--- src/rtl/dqf_pkg.sv ---
// ----------------------------------------------------------------------------
// dqf_pkg
// Shared types, character codes and byte classifiers for the dotted quad
// IPv4 finder.
// ----------------------------------------------------------------------------
package dqf_pkg;

	localparam logic [7:0] CH_ZERO  = 8'h30;
	localparam logic [7:0] CH_NINE  = 8'h39;
	localparam logic [7:0] CH_DOT   = 8'h2E;
	localparam logic [7:0] CH_UNDER = 8'h5F;

	localparam logic [11:0] OCTET_MAX = 12'd255;
	localparam logic [7:0]  LOOPBACK  = 8'd127;
	localparam logic [1:0]  LAST_OCTET = 2'd3;
	localparam logic [1:0]  MAX_DIGITS = 2'd3;

	localparam int OFFSET_W = 16;
	localparam int TDATA_IN_W = 8;
	localparam int TDATA_OUT_W = 56;

	typedef struct packed {
		logic                found;
		logic                done_res;
		logic [OFFSET_W-1:0] start_offset;
		logic [3:0]          match_length;
		logic [31:0]         address;
	} dqf_result_t;

	function automatic logic is_dig(input logic [7:0] c);
		return (c >= CH_ZERO) && (c <= CH_NINE);
	endfunction

	function automatic logic is_alnum(input logic [7:0] c);
		return is_dig(c) || ((c >= 8'h41) && (c <= 8'h5A)) || ((c >= 8'h61) && (c <= 8'h7A));
	endfunction

	function automatic logic is_joiner(input logic [7:0] c);
		return is_alnum(c) || (c == CH_DOT) || (c == CH_UNDER);
	endfunction

endpackage

--- src/rtl/dqf_core.sv ---
// ----------------------------------------------------------------------------
// dqf_core
// Per-byte scanner state: candidate tracking, octet accumulation, match
// confirmation and the result it produces on a confirmed match or last byte.
// ----------------------------------------------------------------------------
module dqf_core #(
	parameter int MAX_BYTES = 65536
) (
	input  logic               clk,
	input  logic               arst_n,
	input  logic               valid_s1,
	input  logic [7:0]         byte_s1,
	input  logic               last_s1,
	output logic               res_valid,
	output dqf_pkg::dqf_result_t res
);
	import dqf_pkg::*;

	localparam int POS_W = (MAX_BYTES > 1) ? $clog2(MAX_BYTES) : 1;
	localparam logic [POS_W-1:0] POS_MAX = POS_W'(MAX_BYTES - 1);

	logic [POS_W-1:0] pos_q, pos_n;
	logic             parsing_q, parsing_n;
	logic [1:0]       oi_q, oi_n;
	logic [1:0]       dc_q, dc_n;
	logic [9:0]       ov_q, ov_n;
	logic             fdz_q, fdz_n;
	logic [31:0]      addr_q, addr_n;
	logic [POS_W-1:0] cstart_q, cstart_n;
	logic             pj_q, pj_n;
	logic             found_q, found_n;
	logic [3:0]       tl_q, tl_n;

	logic             dig;
	logic [11:0]      v;
	logic             confirm;
	logic             fail;
	logic [31:0]      full;
	logic [OFFSET_W-1:0] offset;

	assign dig = is_dig(byte_s1);
	assign v = {ov_q[8:0], 3'b000} + {1'b0, ov_q, 1'b0} + {4'd0, byte_s1 - CH_ZERO};

	generate
		if (POS_W >= OFFSET_W) begin : g_off_trunc
			assign offset = cstart_q[OFFSET_W-1:0];
		end else begin : g_off_ext
			assign offset = {{(OFFSET_W-POS_W){1'b0}}, cstart_q};
		end
	endgenerate

	always_comb begin
		pos_n     = pos_q;
		parsing_n = parsing_q;
		oi_n      = oi_q;
		dc_n      = dc_q;
		ov_n      = ov_q;
		fdz_n     = fdz_q;
		addr_n    = addr_q;
		cstart_n  = cstart_q;
		pj_n      = pj_q;
		found_n   = found_q;
		tl_n      = tl_q;
		confirm   = 1'b0;
		fail      = 1'b0;
		full      = '0;
		res_valid = 1'b0;
		res       = '0;

		if (parsing_q) begin
			if (dig) begin
				if ((dc_q == MAX_DIGITS) || ((dc_q != 2'd0) && fdz_q) || (v > OCTET_MAX)) begin
					fail = 1'b1;
				end else begin
					if (dc_q == 2'd0) fdz_n = (byte_s1 == CH_ZERO);
					ov_n = v[9:0];
					dc_n = dc_q + 2'd1;
					tl_n = tl_q + 4'd1;
					if ((oi_q == LAST_OCTET) && last_s1) confirm = 1'b1;
				end
			end else if (byte_s1 == CH_DOT) begin
				if ((dc_q == 2'd0) || (oi_q == LAST_OCTET)) begin
					fail = 1'b1;
				end else begin
					addr_n = {addr_q[23:0], ov_q[7:0]};
					oi_n   = oi_q + 2'd1;
					dc_n   = 2'd0;
					ov_n   = '0;
					fdz_n  = 1'b0;
					tl_n   = tl_q + 4'd1;
				end
			end else if ((oi_q == LAST_OCTET) && (dc_q != 2'd0) && !is_joiner(byte_s1)) begin
				confirm = 1'b1;
			end else begin
				fail = 1'b1;
			end

			if (confirm) begin
				full = {addr_q[23:0], ov_n[7:0]};
				parsing_n = 1'b0;
				if ((full[31:24] == 8'd0) || (full[31:24] == LOOPBACK)) confirm = 1'b0;
			end else if (fail) begin
				parsing_n = 1'b0;
			end
		end

		if (!parsing_n && !confirm && !found_q && dig && !pj_q) begin
			parsing_n = 1'b1;
			cstart_n  = pos_q;
			oi_n      = 2'd0;
			dc_n      = 2'd1;
			ov_n      = {2'b00, byte_s1 - CH_ZERO};
			fdz_n     = (byte_s1 == CH_ZERO);
			addr_n    = '0;
			tl_n      = 4'd1;
		end

		pj_n = is_joiner(byte_s1);

		if (confirm) begin
			found_n          = 1'b1;
			res_valid        = valid_s1;
			res.found        = 1'b1;
			res.done_res     = last_s1;
			res.start_offset = offset;
			res.match_length = tl_n;
			res.address      = full;
		end else if (last_s1) begin
			res_valid    = valid_s1;
			res.found    = found_q;
			res.done_res = 1'b1;
		end

		if (last_s1) begin
			pos_n     = '0;
			parsing_n = 1'b0;
			oi_n      = '0;
			dc_n      = '0;
			ov_n      = '0;
			fdz_n     = 1'b0;
			addr_n    = '0;
			cstart_n  = '0;
			pj_n      = 1'b0;
			found_n   = 1'b0;
			tl_n      = '0;
		end else if (pos_q < POS_MAX) begin
			pos_n = pos_q + POS_W'(1);
		end
	end

	always_ff @(posedge clk or negedge arst_n) begin
		if (!arst_n) begin
			pos_q     <= '0;
			parsing_q <= 1'b0;
			oi_q      <= '0;
			dc_q      <= '0;
			ov_q      <= '0;
			fdz_q     <= 1'b0;
			addr_q    <= '0;
			cstart_q  <= '0;
			pj_q      <= 1'b0;
			found_q   <= 1'b0;
			tl_q      <= '0;
		end else if (valid_s1) begin
			pos_q     <= pos_n;
			parsing_q <= parsing_n;
			oi_q      <= oi_n;
			dc_q      <= dc_n;
			ov_q      <= ov_n;
			fdz_q     <= fdz_n;
			addr_q    <= addr_n;
			cstart_q  <= cstart_n;
			pj_q      <= pj_n;
			found_q   <= found_n;
			tl_q      <= tl_n;
		end
	end

endmodule

--- src/rtl/dqf_out_fifo.sv ---
// ----------------------------------------------------------------------------
// dqf_out_fifo
// Two-entry result buffer between the scanner and the master stream side.
// ----------------------------------------------------------------------------
module dqf_out_fifo (
	input  logic                 clk,
	input  logic                 arst_n,
	input  logic                 push,
	input  dqf_pkg::dqf_result_t push_data,
	input  logic                 pop,
	output logic                 not_empty,
	output logic [1:0]           level,
	output dqf_pkg::dqf_result_t head
);
	import dqf_pkg::*;

	dqf_result_t mem_q [2];
	logic        wr_q;
	logic        rd_q;
	logic [1:0]  level_q;

	assign not_empty = (level_q != 2'd0);
	assign level     = level_q;
	assign head      = mem_q[rd_q];

	always_ff @(posedge clk) begin
		if (push) mem_q[wr_q] <= push_data;
	end

	always_ff @(posedge clk or negedge arst_n) begin
		if (!arst_n) begin
			wr_q    <= 1'b0;
			rd_q    <= 1'b0;
			level_q <= 2'd0;
		end else begin
			if (push) wr_q <= ~wr_q;
			if (pop) rd_q <= ~rd_q;
			case ({push, pop})
				2'b10:   level_q <= level_q + 2'd1;
				2'b01:   level_q <= level_q - 2'd1;
				default: level_q <= level_q;
			endcase
		end
	end

endmodule

--- src/rtl/dotted_quad_ipv4_finder.sv ---
// ----------------------------------------------------------------------------
// dotted_quad_ipv4_finder
// Scans a byte stream buffer by buffer and reports the first IPv4 dotted quad.
//
// Slave side: one byte per transaction in s_tdata[7:0], s_tlast on the final
// byte of a buffer. Master side: at most one result transaction per byte. A
// result comes when a match is confirmed and on the last byte of each buffer;
// m_tlast marks the result that closes the buffer, m_tuser is found.
// Throughput: one byte per cycle while s_tready is high; the scanner updates its state once per byte.
// A byte that is taken goes into the input register, then the scanner pushes
// its result into the two-entry result buffer, from which it is offered.
// Reset clears the scanner state and the result buffer; the next byte starts a
// new buffer at offset 0. When the receiver stalls, results wait in the buffer
// and s_tready drops only once the buffer and the input register could not
// take another result.
// ----------------------------------------------------------------------------
module dotted_quad_ipv4_finder #(
	parameter int MAX_BYTES = 65536
) (
	input  logic                                clk,
	input  logic                                arst_n,
	input  logic                                s_tvalid,
	output logic                                s_tready,
	input  logic [dqf_pkg::TDATA_IN_W-1:0]      s_tdata,  // byte_value[7:0]
	input  logic                                s_tlast,  // last_byte
	output logic                                m_tvalid,
	input  logic                                m_tready,
	output logic [dqf_pkg::TDATA_OUT_W-1:0]     m_tdata,  // start_offset[15:0],
	                                                      // match_length[19:16],
	                                                      // address[51:20], zero pad
	output logic                                m_tlast,  // done_res
	output logic                                m_tuser   // found
);
	import dqf_pkg::*;

	logic        valid_s1;
	logic [7:0]  byte_s1;
	logic        last_s1;
	logic        s_accept;
	logic        pop;
	logic        res_valid;
	dqf_result_t res;
	dqf_result_t head;
	logic [1:0]  level;
	logic        not_empty;
	logic [2:0]  pending;

	assign pop      = m_tvalid && m_tready;
	assign pending  = {1'b0, level} + {2'b00, valid_s1} - {2'b00, pop};
	assign s_tready = (pending <= 3'd1);
	assign s_accept = s_tvalid && s_tready;

	always_ff @(posedge clk or negedge arst_n) begin
		if (!arst_n) begin
			valid_s1 <= 1'b0;
		end else begin
			valid_s1 <= s_accept;
		end
	end

	always_ff @(posedge clk) begin
		if (s_accept) begin
			byte_s1 <= s_tdata[7:0];
			last_s1 <= s_tlast;
		end
	end

	dqf_core #(
		.MAX_BYTES(MAX_BYTES)
	) u_core (
		.clk      (clk),
		.arst_n   (arst_n),
		.valid_s1 (valid_s1),
		.byte_s1  (byte_s1),
		.last_s1  (last_s1),
		.res_valid(res_valid),
		.res      (res)
	);

	dqf_out_fifo u_fifo (
		.clk      (clk),
		.arst_n   (arst_n),
		.push     (res_valid),
		.push_data(res),
		.pop      (pop),
		.not_empty(not_empty),
		.level    (level),
		.head     (head)
	);

	assign m_tvalid = not_empty;
	assign m_tdata  = {4'd0, head.address, head.match_length, head.start_offset};
	assign m_tlast  = head.done_res;
	assign m_tuser  = head.found;

	a_no_overflow: assert property (@(posedge clk) disable iff (!arst_n)
		!(res_valid && (level == 2'd2) && !pop))
		else $error("result pushed into a full buffer");

	a_level_range: assert property (@(posedge clk) disable iff (!arst_n)
		level != 2'd3)
		else $error("result buffer level out of range");

	a_open_result_found: assert property (@(posedge clk) disable iff (!arst_n)
		(m_tvalid && !m_tlast) |-> m_tuser)
		else $error("mid-buffer result without a match");

	a_ready_blocks: assert property (@(posedge clk) disable iff (!arst_n)
		((level == 2'd2) && !pop) |-> !s_tready)
		else $error("input taken while result buffer full");

endmodule
--- config.mk ---
export PLATFORM = sky130hd
export DESIGN_NAME = dotted_quad_ipv4_finder
export DESIGN_NICKNAME = d
export VERILOG_FILES = /design/src/rtl/dqf_pkg.sv /design/src/rtl/dqf_core.sv /design/src/rtl/dqf_out_fifo.sv /design/src/rtl/dotted_quad_ipv4_finder.sv
export SDC_FILE = /design/constraint.sdc
export NUM_CORES = 1
export LEC_CHECK = 0
export BUFFER_PORTS_ARGS = -buffer_cell sky130_fd_sc_hd__clkbuf_2
export CAP_MARGIN = 20
export CORE_UTILIZATION = 60
export DETAILED_ROUTE_END_ITERATION = 10
export GPL_ROUTABILITY_DRIVEN = 0
export PLACE_DENSITY = 0.8
export SETUP_SLACK_MARGIN = 0.05
export SYNTH_ARGS = -nofsm -noshare
export SYNTH_HDL_FRONTEND = slang
export SYNTH_HIERARCHICAL = 1
export SYNTH_SLANG_ARGS = --single-unit
--- constraint.sdc ---
create_clock -name clk -period 8.1 [get_ports clk]
set_input_delay 0.81 -clock clk [delete_from_list [all_inputs] [get_ports clk]]
set_output_delay 0.81 -clock clk [all_outputs]
set_load 0.05 [all_outputs]
==> out/summary.txt, run 1 <==
Initial Util: 61.5%
r2r setup slk: 2.49 ns
post-synthesis compound-gate area fraction: 11.4%
clock transition at the registers of the reported paths: 0.07 ns
Routed WL: 18,300 um
WL/cell: 18.2 um
Die Height: 130 um
Clock Latency Late Sink: 0.43 ns
Fin Setup TNS: 0 ns
WP data arrival: 5.70 ns
post-synthesis mux area share: 8.74%
RSZ-0062 raised after global routing: no
VDD IR max: 0.000350 V
Worst Hold Class: in2async
Post-Synth Simple-Gate Area: 10.6%
Post-Synth XOR/XNOR Area: 2.76%
Critical Path Source Type: flop
f_max: 178 MHz
Post-Syn Area: 9770 sq um
quantity of hold-fixing buffers added after cts: 0
total gr overflow: 0
largest net degree at the start of global routing: 84
antenna viol nets, final: 0
Final Critical Period: 5.61 ns
pin slew with the least headroom to its limit: 1.05 ns
DRC viols: 0
status: finished, final reports clean
Avg Synthesized Cell Area: 13.6 sq um
area taken by flip-flops and latches: 5590 sq um
FFs w/ async S/R, synth: 41.5%
die width: 130 um
maxcap violations: 0
Seq/Total Area, Yosys: 57.2%
Final Hold Fails: 0
Worst Path Required: 8.19 ns
Post-Synth Adder-Cell Area: 4.89%
dpl cells: 973
num ports: 73
final worst slack: 2.49 ns
Pwr Density: 308 nW/um^2
worst rel slew slack: 30.2%
NumNets Final: 824
DR pass1 iterations: 6
Finished Layout Cells: 1,006
clk sink count: 200
Top FF cell, synth: edfxtp_1
Synth Warn #: 6
cell count after synthesis: 721
core area: 15,900 sq um
share of layout cells above drive strength 1: 23.0%
main combinational cell family by area after synthesis: compound AO/OA/AOI/OAI gates
vias in the first global route: 5,659
first-pass GRT wire length: 29,400 um
detailed placement HPWL: 12,000 um
commonest non-fill, non-tap cells in the layout: edfxtp_1, dfrtp_1, clkbuf_2
Area growth, synth to finish: 10.4%
H-tree depth: 4
Max Slew Vio Count: 0
R2R depth: 17
launch point of the worst path: byte_s1[5]$_DFFE_PP_
via count: 5,951
pre-CTS WS: 2.57 ns
CTS root buf: clkbuf_16
clk_skew: 0.00886 ns
Tcrit/Tclk final: 69.3%
TritonCTS clock tree: built
Clock Path Buffers: 2
initial antenna violation count: 0
final-layout fill cell count: 1,127
Crit Path Class: reg2reg
die area: 16,800 sq um
Inserted Clock Buffers: 17
commonest non-fill, non-tap cell in the layout: edfxtp_1
row cnt: 46
worst r2r src: byte_s1[5]$_DFFE_PP_
diode count: 0
RR Endpoint: u_fifo/mem_q[0][13]$_DFFE_PP_
Pwr Total: 3.32 mW
Final Setup Violations: 0
CTS resizes: 0
GRT Total Usage: 23.1%
Vias/cell: 5.92
Leak Pwr: 4.60 nW
Crit Path Max Fanout: 54
footprint of the multi-input gates: 3770 sq um
number of flops mapped to enable cells by yosys: 117
flops & latches, synth: 200
Port Buf Inserts: 68
Yosys cell types: 74
crit end category: flop
Post-CTS Setup Repair Bufs: 0
Initial DRC Count: 472
cells by family after synthesis:
kind of cell | count (synthesis)
AOI/OAI and AO/OA | 141
xor gates and xnor gates | 30
adders and majority gates | 34
buffers and inverters | 75
DFF | 200
muxes | 60
other | 1
and+or+nand+nor | 180
final cells by class:
class,instances,share of cell area (%)
inverters,35,1.22
clock buffers,17,3.94
multi-input cells,449,35.0
clock inverters,15,1.73
repair buffers,74,3.78
well taps,216,2.50
flip-flops and latches,200,51.8
report_power, final:
group / total [mW] / internal, mW / switching, mW
Combinational: 1.15 / 0.412 / 0.733
Clock: 0.841 / 0.443 / 0.398
Sequential: 1.34 / 1.17 / 0.166
flip-flops by register name, summed over array words and instances (netlist names), 2 cells and up:
register and cells:
u_fifo/mem_q 108, u_core/addr_q 24, u_core/cstart_q 16, u_core/pos_q 16, u_core/ov_q 10, byte_s1 8, u_core/tl_q 4, u_core/dc_q 2
u_core/oi_q 2, u_fifo/level 2
synth_stat cells, drive strengths merged (20+ instances only):
cell    number  area, sq um
dfrtp       83         2080
o21ai       20          104
mux2        56          815
nor2        26         97.6
xnor2       21          184
ha          27          338
edfxtp     117         3510
inv         35          131
a22o        44          385
and2        61          382
a21oi       22          121
buf         26          245
routing by layer:
metal / part of all wire [%] / up-vias / GRT usage, %
met3: 5.1 / 35 / 5.04
met5: 0 / - / 0
met1: 44 / 2967 / 31.9
met4: 2.1 / 0 / 7.39
li1: - / 2772 / -
met2: 49 / 177 / 36.7
worst max-delay path by stage:
| stage | endpoint | depth (start not counted) | slack (ns) |
|---|---|---|---|
| after floorplan | u_fifo/mem_q[0][0]$_DFFE_PP_ | 16 | 1.90 |
| after global placement | u_fifo/mem_q[0][20]$_DFFE_PP_ | 17 | 2.86 |
| after detailed placement | u_fifo/mem_q[0][12]$_DFFE_PP_ | 17 | 2.57 |
| after CTS | u_fifo/mem_q[0][4]$_DFFE_PP_ | 17 | 2.50 |
| after global routing | u_fifo/mem_q[0][21]$_DFFE_PP_ | 17 | 2.03 |
| final | u_fifo/mem_q[0][13]$_DFFE_PP_ | 17 | 2.49 |
stage by stage:
step | cell area, sq um | util (%) | hold WS [ns]
floorplan | 9790 | - | 0.456
global placement | 10200 | 63.9 | 0.477
detailed placement | 10200 | 63.9 | 0.487
CTS | 10800 | 67.8 | 0.503
global route | 10800 | 67.9 | 0.308
finish | 10800 | 67.9 | 0.290
worst max-delay path, stage by stage (launching register included):
cell	delay [ns]
edfxtp_1	0.50
ha_1	0.31
xnor2_1	0.23
inv_1	0.08
fa_1	0.49
inv_1	0.04
ha_1	0.35
and2_1	0.21
nand4_1	0.14
o21ai_0	0.18
a311oi_1	0.20
nor3_4	0.39
o2111a_1	0.22
buf_4	0.39
o21a_1	0.22
inv_1	0.11
nor2_4	0.67
buf_4	0.49
(Power assumes the default switching activity.)
==> run 2, diff against run 1 <==
- clock period: 8.1 -> 5.8 ns (I/O delays scaled with it)
==> out/summary.txt, run 2 (synthesis results as in run 1) <==
RSZ-0062 raised after global routing: no
RR Endpoint: u_fifo/mem_q[0][29]$_DFFE_PP_
fin util: 67.8%
Pwr Density: 430 nW/um^2
Leak Pwr: 4.61 nW
DRC viols: 0
post-placement cell area: 10,200 sq um
die area: 16,800 sq um
Final Setup Violations: 0
first-pass GRT wire length: 29,600 um
Design Area, Final: 10,800 sq um
Vias/cell: 5.93
Crit Path Max Fanout: 28
r2r setup slk: 0.82 ns
Final Hold Fails: 0
launch point of the worst path: byte_s1[5]$_DFFE_PP_
max reg flops: 108
quantity of hold-fixing buffers added after cts: 0
Worst Path Required: 5.92 ns
Tcrit/Tclk final: 85.9%
Reg power frac: 40.4%
num ports: 73
internal power: 2.87 mW
crit end category: flop
DR pass1 iterations: 5
Die Height: 130 um
final-layout fill cell count: 1,124
WP data arrival: 5.10 ns
Biggest register: u_fifo/mem_q
pre-CTS WS: 0.812 ns
CTS resizes: 0
maxcap violations: 0
combinational share of power: 34.5%
clock transition at the registers of the reported paths: 0.07 ns
f_max: 201 MHz
clk sink count: 200
Initial DRC Count: 621
NumNets Final: 826
TritonCTS clock tree: built
CTS root buf: clkbuf_16
pin slew with the least headroom to its limit: 1.03 ns
Area growth, synth to finish: 10.3%
Clock Latency Late Sink: 0.43 ns
Worst Hold Class: in2async
Port Buf Inserts: 68
Routed WL: 18,300 um
commonest non-fill, non-tap cells in the layout: edfxtp_1, dfrtp_1, clkbuf_2
Critical Path Source Type: flop
status: finished, final reports clean
GRT Total Usage: 23.3%
worst r2r src: byte_s1[5]$_DFFE_PP_
initial antenna violation count: 0
Final Critical Period: 4.98 ns
via count: 5,980
vias in the first global route: 5,742
row cnt: 46
Initial Util: 61.5%
detailed placement HPWL: 12,400 um
Hold WS: 0.0271 ns
H-tree depth: 4
largest net degree at the start of global routing: 84
diode count: 0
top flop regs: u_fifo/mem_q x108, u_core/addr_q x24
R2R depth: 16
commonest non-fill, non-tap cell in the layout: edfxtp_1
Post-CTS Setup Repair Bufs: 0
worst rel slew slack: 31.4%
Fin Setup TNS: 0 ns
VDD IR max: 0.000352 V
antenna viol nets, final: 0
core area: 15,900 sq um
switching share of power: 38.1%
final worst slack: 0.819 ns
WL/cell: 18.1 um
Crit Path Class: reg2reg
switching power: 1.76 mW
Clock Path Buffers: 2
die width: 130 um
Clock power frac: 25.1%
share of layout cells above drive strength 1: 23.0%
clk_skew: 0.00828 ns
Max Slew Vio Count: 0
total gr overflow: 0
Inserted Clock Buffers: 17
-- run 2: worst max path at each step --
stage	endpoint	slack (ns)	cells past startpoint
after floorplan	u_fifo/mem_q[0][0]$_DFFE_PP_	0.52	16
after global placement	u_fifo/mem_q[0][43]$_DFFE_PP_	1.07	16
after detailed placement	u_fifo/mem_q[0][43]$_DFFE_PP_	0.81	16
after CTS	u_fifo/mem_q[0][38]$_DFFE_PP_	0.79	16
after global routing	u_fifo/mem_q[0][41]$_DFFE_PP_	0.54	16
final	u_fifo/mem_q[0][29]$_DFFE_PP_	0.82	16
-- run 2: final cells by class --
class	count	area (sq um)	area share, %
Clock inverter	12	138	1.28
Tap cell	216	270	2.51
Clock buffer	20	447	4.14
Timing Repair Buffer	76	423	3.92
Sequential cell	200	5590	51.9
Multi-Input combinational cell	449	3770	35.0
Inverter	35	131	1.22
-- run 2: per-layer routing --
| metal | track usage (%) | wire, um | share of wire [%] |
|---|---|---|---|
| met5 | 0 | 0 | 0 |
| met4 | 8.62 | 284 | 1.6 |
| met3 | 4.50 | 953 | 5.2 |
| met2 | 37.4 | 8910 | 49 |
| met1 | 31.9 | 8140 | 45 |
-- run 2: per-stage QoR --
stage | std cells | power (mW)
finish | 1008 | 4.63
global route | 1008 | 4.83
CTS | 1007 | 4.65
detailed placement | 975 | 3.49
global placement | 975 | 3.44
floorplan | 724 | 3.24
-- run 2: power groups by stage --
stage | combinational [mW] | sequential, mW | clock [mW]
detailed placement | 1.59 | 1.90 | 0
global placement | 1.55 | 1.88 | 0
CTS | 1.60 | 1.87 | 1.18
global route | 1.70 | 1.89 | 1.23
finish | 1.60 | 1.87 | 1.16
floorplan | 1.50 | 1.74 | 0
-- run 2: critical path, cell delays in order, from the launching register on --
cell	delay [ns]
edfxtp_1	0.49
ha_1	0.31
xnor2_1	0.21
inv_1	0.08
fa_1	0.48
inv_1	0.04
ha_1	0.35
and2_1	0.22
nand4_1	0.13
o21ai_0	0.22
a311oi_1	0.21
nor3_4	0.37
o2111a_1	0.24
o21a_1	0.16
inv_1	0.09
nor2_4	0.67
buf_4	0.37
==> run 3, diff against run 2 <==
- SYNTH_HIERARCHICAL: 1 -> default
==> out/summary.txt, run 3 <==
final worst slack: 0.924 ns
Leak Pwr: 4.35 nW
share of layout cells above drive strength 1: 21.1%
WP data arrival: 5.19 ns
largest net degree at the start of global routing: 84
WL/cell: 18.1 um
Routed WL: 18,900 um
clock transition at the registers of the reported paths: 0.07 ns
clk_skew: 0.0123 ns
final-layout fill cell count: 1,034
initial antenna violation count: 0
commonest non-fill, non-tap cell in the layout: edfxtp_1
die width: 128 um
Tcrit/Tclk final: 84.1%
Synth Warn #: 0
Clock power frac: 23.3%
r2r setup slk: 0.92 ns
count leader, synth: edfxtp_1
Avg Synthesized Cell Area: 12.6 sq um
Die Height: 128 um
Final Hold Fails: 0
total gr overflow: 0
switching power: 2.02 mW
Post-Syn Area: 9570 sq um
Max Slew Vio Count: 0
DRC viols: 0
Fin Setup TNS: 0 ns
DR pass1 iterations: 6
CTS resizes: 0
FFs w/ async S/R, synth: 41.5%
Top FF cell, synth: edfxtp_1
Clock Path Buffers: 2
fin util: 69.6%
CTS root buf: clkbuf_16
Reg power frac: 36.6%
pin slew with the least headroom to its limit: 0.995 ns
f_max: 205 MHz
cell count after synthesis: 760
combinational share of power: 40.1%
Clock Latency Late Sink: 0.44 ns
footprint of the multi-input gates: 3590 sq um
clk sink count: 200
diode count: 0
row cnt: 45
synth top area cells: edfxtp_1, dfrtp_1, mux2_2
Initial DRC Count: 560
commonest non-fill, non-tap cells in the layout: edfxtp_1, dfrtp_1, clkbuf_2
Crit Path Max Fanout: 42
worst rel slew slack: 33.6%
crit end category: flop
cell taking the most area after synthesis: edfxtp_1
RSZ-0062 raised after global routing: no
vias in the first global route: 6,098
Inserted Clock Buffers: 17
GRT Total Usage: 24.3%
TritonCTS clock tree: built
maxcap violations: 0
area taken by flip-flops and latches: 5590 sq um
Hold WS: 0.000762 ns
Final Critical Period: 4.88 ns
top flop regs: u_fifo.mem_q x108, u_core.addr_q x24
die area: 16,500 sq um
Biggest register: u_fifo.mem_q
Final Setup Violations: 0
Post-CTS Setup Repair Bufs: 0
internal power: 2.91 mW
Initial Util: 62.3%
antenna viol nets, final: 0
Pwr Density: 461 nW/um^2
NumNets Final: 867
H-tree depth: 4
Yosys top cell area share: 36.7%
VDD IR max: 0.000385 V
first-pass GRT wire length: 30,600 um
number of flops mapped to enable cells by yosys: 117
Critical Path Source Type: flop
num ports: 73
Yosys cell types: 62
Seq/Total Area, Yosys: 58.4%
Port Buf Inserts: 68
pre-CTS WS: 0.992 ns
via count: 6,210
Vias/cell: 5.95
Area growth, synth to finish: 11.8%
max reg flops: 108
Worst Path Required: 6.12 ns
Crit Path Class: reg2reg
top post-synthesis cells by count: edfxtp_1, dfrtp_1, inv_1
Worst Hold Class: in2async
Pwr Total: 4.93 mW
core area: 15,400 sq um
switching share of power: 40.9%
flops & latches, synth: 200
quantity of hold-fixing buffers added after cts: 0
status: finished, final reports clean
detailed placement HPWL: 12,600 um
==> run 3: cell types whose count changed after synthesis, sizes merged, moves of 9 or more <==
cell | previous run | this run
nand2b | 1 | 20
nand3 | 18 | 8
nor3 | 17 | 6
o311ai | 0 | 17
a21oi | 22 | 13
and2 | 61 | 31
inv | 35 | 60
buf | 26 | 16
nor2 | 26 | 59
a22o | 44 | 33
nand4 | 4 | 27
clkbuf | 14 | 26
==> run 3: cell families after synthesis <==
group                      share of synthesized area, %
xor gates and xnor gates                           2.75
DFF                                                58.4
muxes                                              7.87
and+or+nand+nor                                    11.6
adders and majority gates                          4.99
other                                            0.0392
buffers and inverters                              4.37
AOI/OAI and AO/OA                                  9.94
==> run 3: path summary, 6_finish.rpt <==
path | startpoint | end | cells after the start
min | arst_n | u_core.cstart_q[4]$_DFFE_PN0P_ | 1
max | byte_s1[4]$_DFFE_PP_ | u_core.tl_q[2]$_DFFE_PN0P_ | 15
min reg2reg | u_core.fdz_q$_DFFE_PN0P_ | u_core.fdz_q$_DFFE_PN0P_ | 1
min in group clk | s_tdata[6] | byte_s1[6]$_DFFE_PP_ | 1
max reg2reg | byte_s1[4]$_DFFE_PP_ | u_core.tl_q[2]$_DFFE_PN0P_ | 15
max in group asynchronous | arst_n | u_fifo.rd_q$_DFFE_PN0P_ | 2
==> run 3: cell type report <==
cell class,instances,area share [%]
Clock buffer,18,4.11
Multi-Input combinational cell,461,33.5
Clock inverter,14,1.29
Tap cell,211,2.47
Sequential cell,200,52.3
Timing Repair Buffer,80,4.21
Inverter,60,2.11
==> run 3: stage by stage <==
| step | cell area [sq um] | instances |
|---|---|---|
| finish | 10700 | 1044 |
| global route | 10700 | 1044 |
| CTS | 10700 | 1042 |
| detailed placement | 10100 | 1010 |
| global placement | 10100 | 1010 |
| floorplan | 9580 | 763 |
==> run 3: power groups by stage <==
stage / clock [mW] / combinational, mW / sequential (mW)
final: 1.15 / 1.97 / 1.80
after floorplan: 0 / 1.61 / 1.75
after global placement: 0 / 1.91 / 1.82
after global routing: 1.22 / 2.13 / 1.82
after detailed placement: 0 / 1.95 / 1.83
after CTS: 1.16 / 1.97 / 1.80
==> run 3: routing by layer <==
metal	global-route usage (%)	vias up	routed length (um)
met5	0	-	0
met4	9.20	0	388
met3	5.13	41	996
met2	37.7	199	8910
met1	33.8	3084	8560
li1	-	2886	-
==> run 3: critical path, cell delays in order, from the launching register on <==
cell,delay [ns]
edfxtp_1,0.55
ha_1,0.34
xor2_1,0.19
fa_1,0.51
inv_1,0.04
ha_1,0.35
a21oi_1,0.27
o21ai_0,0.25
o21ai_0,0.38
nor4_4,0.08
and3_1,0.20
buf_4,0.19
a21boi_4,0.45
buf_4,0.48
nor4bb_1,0.10
or3_1,0.36
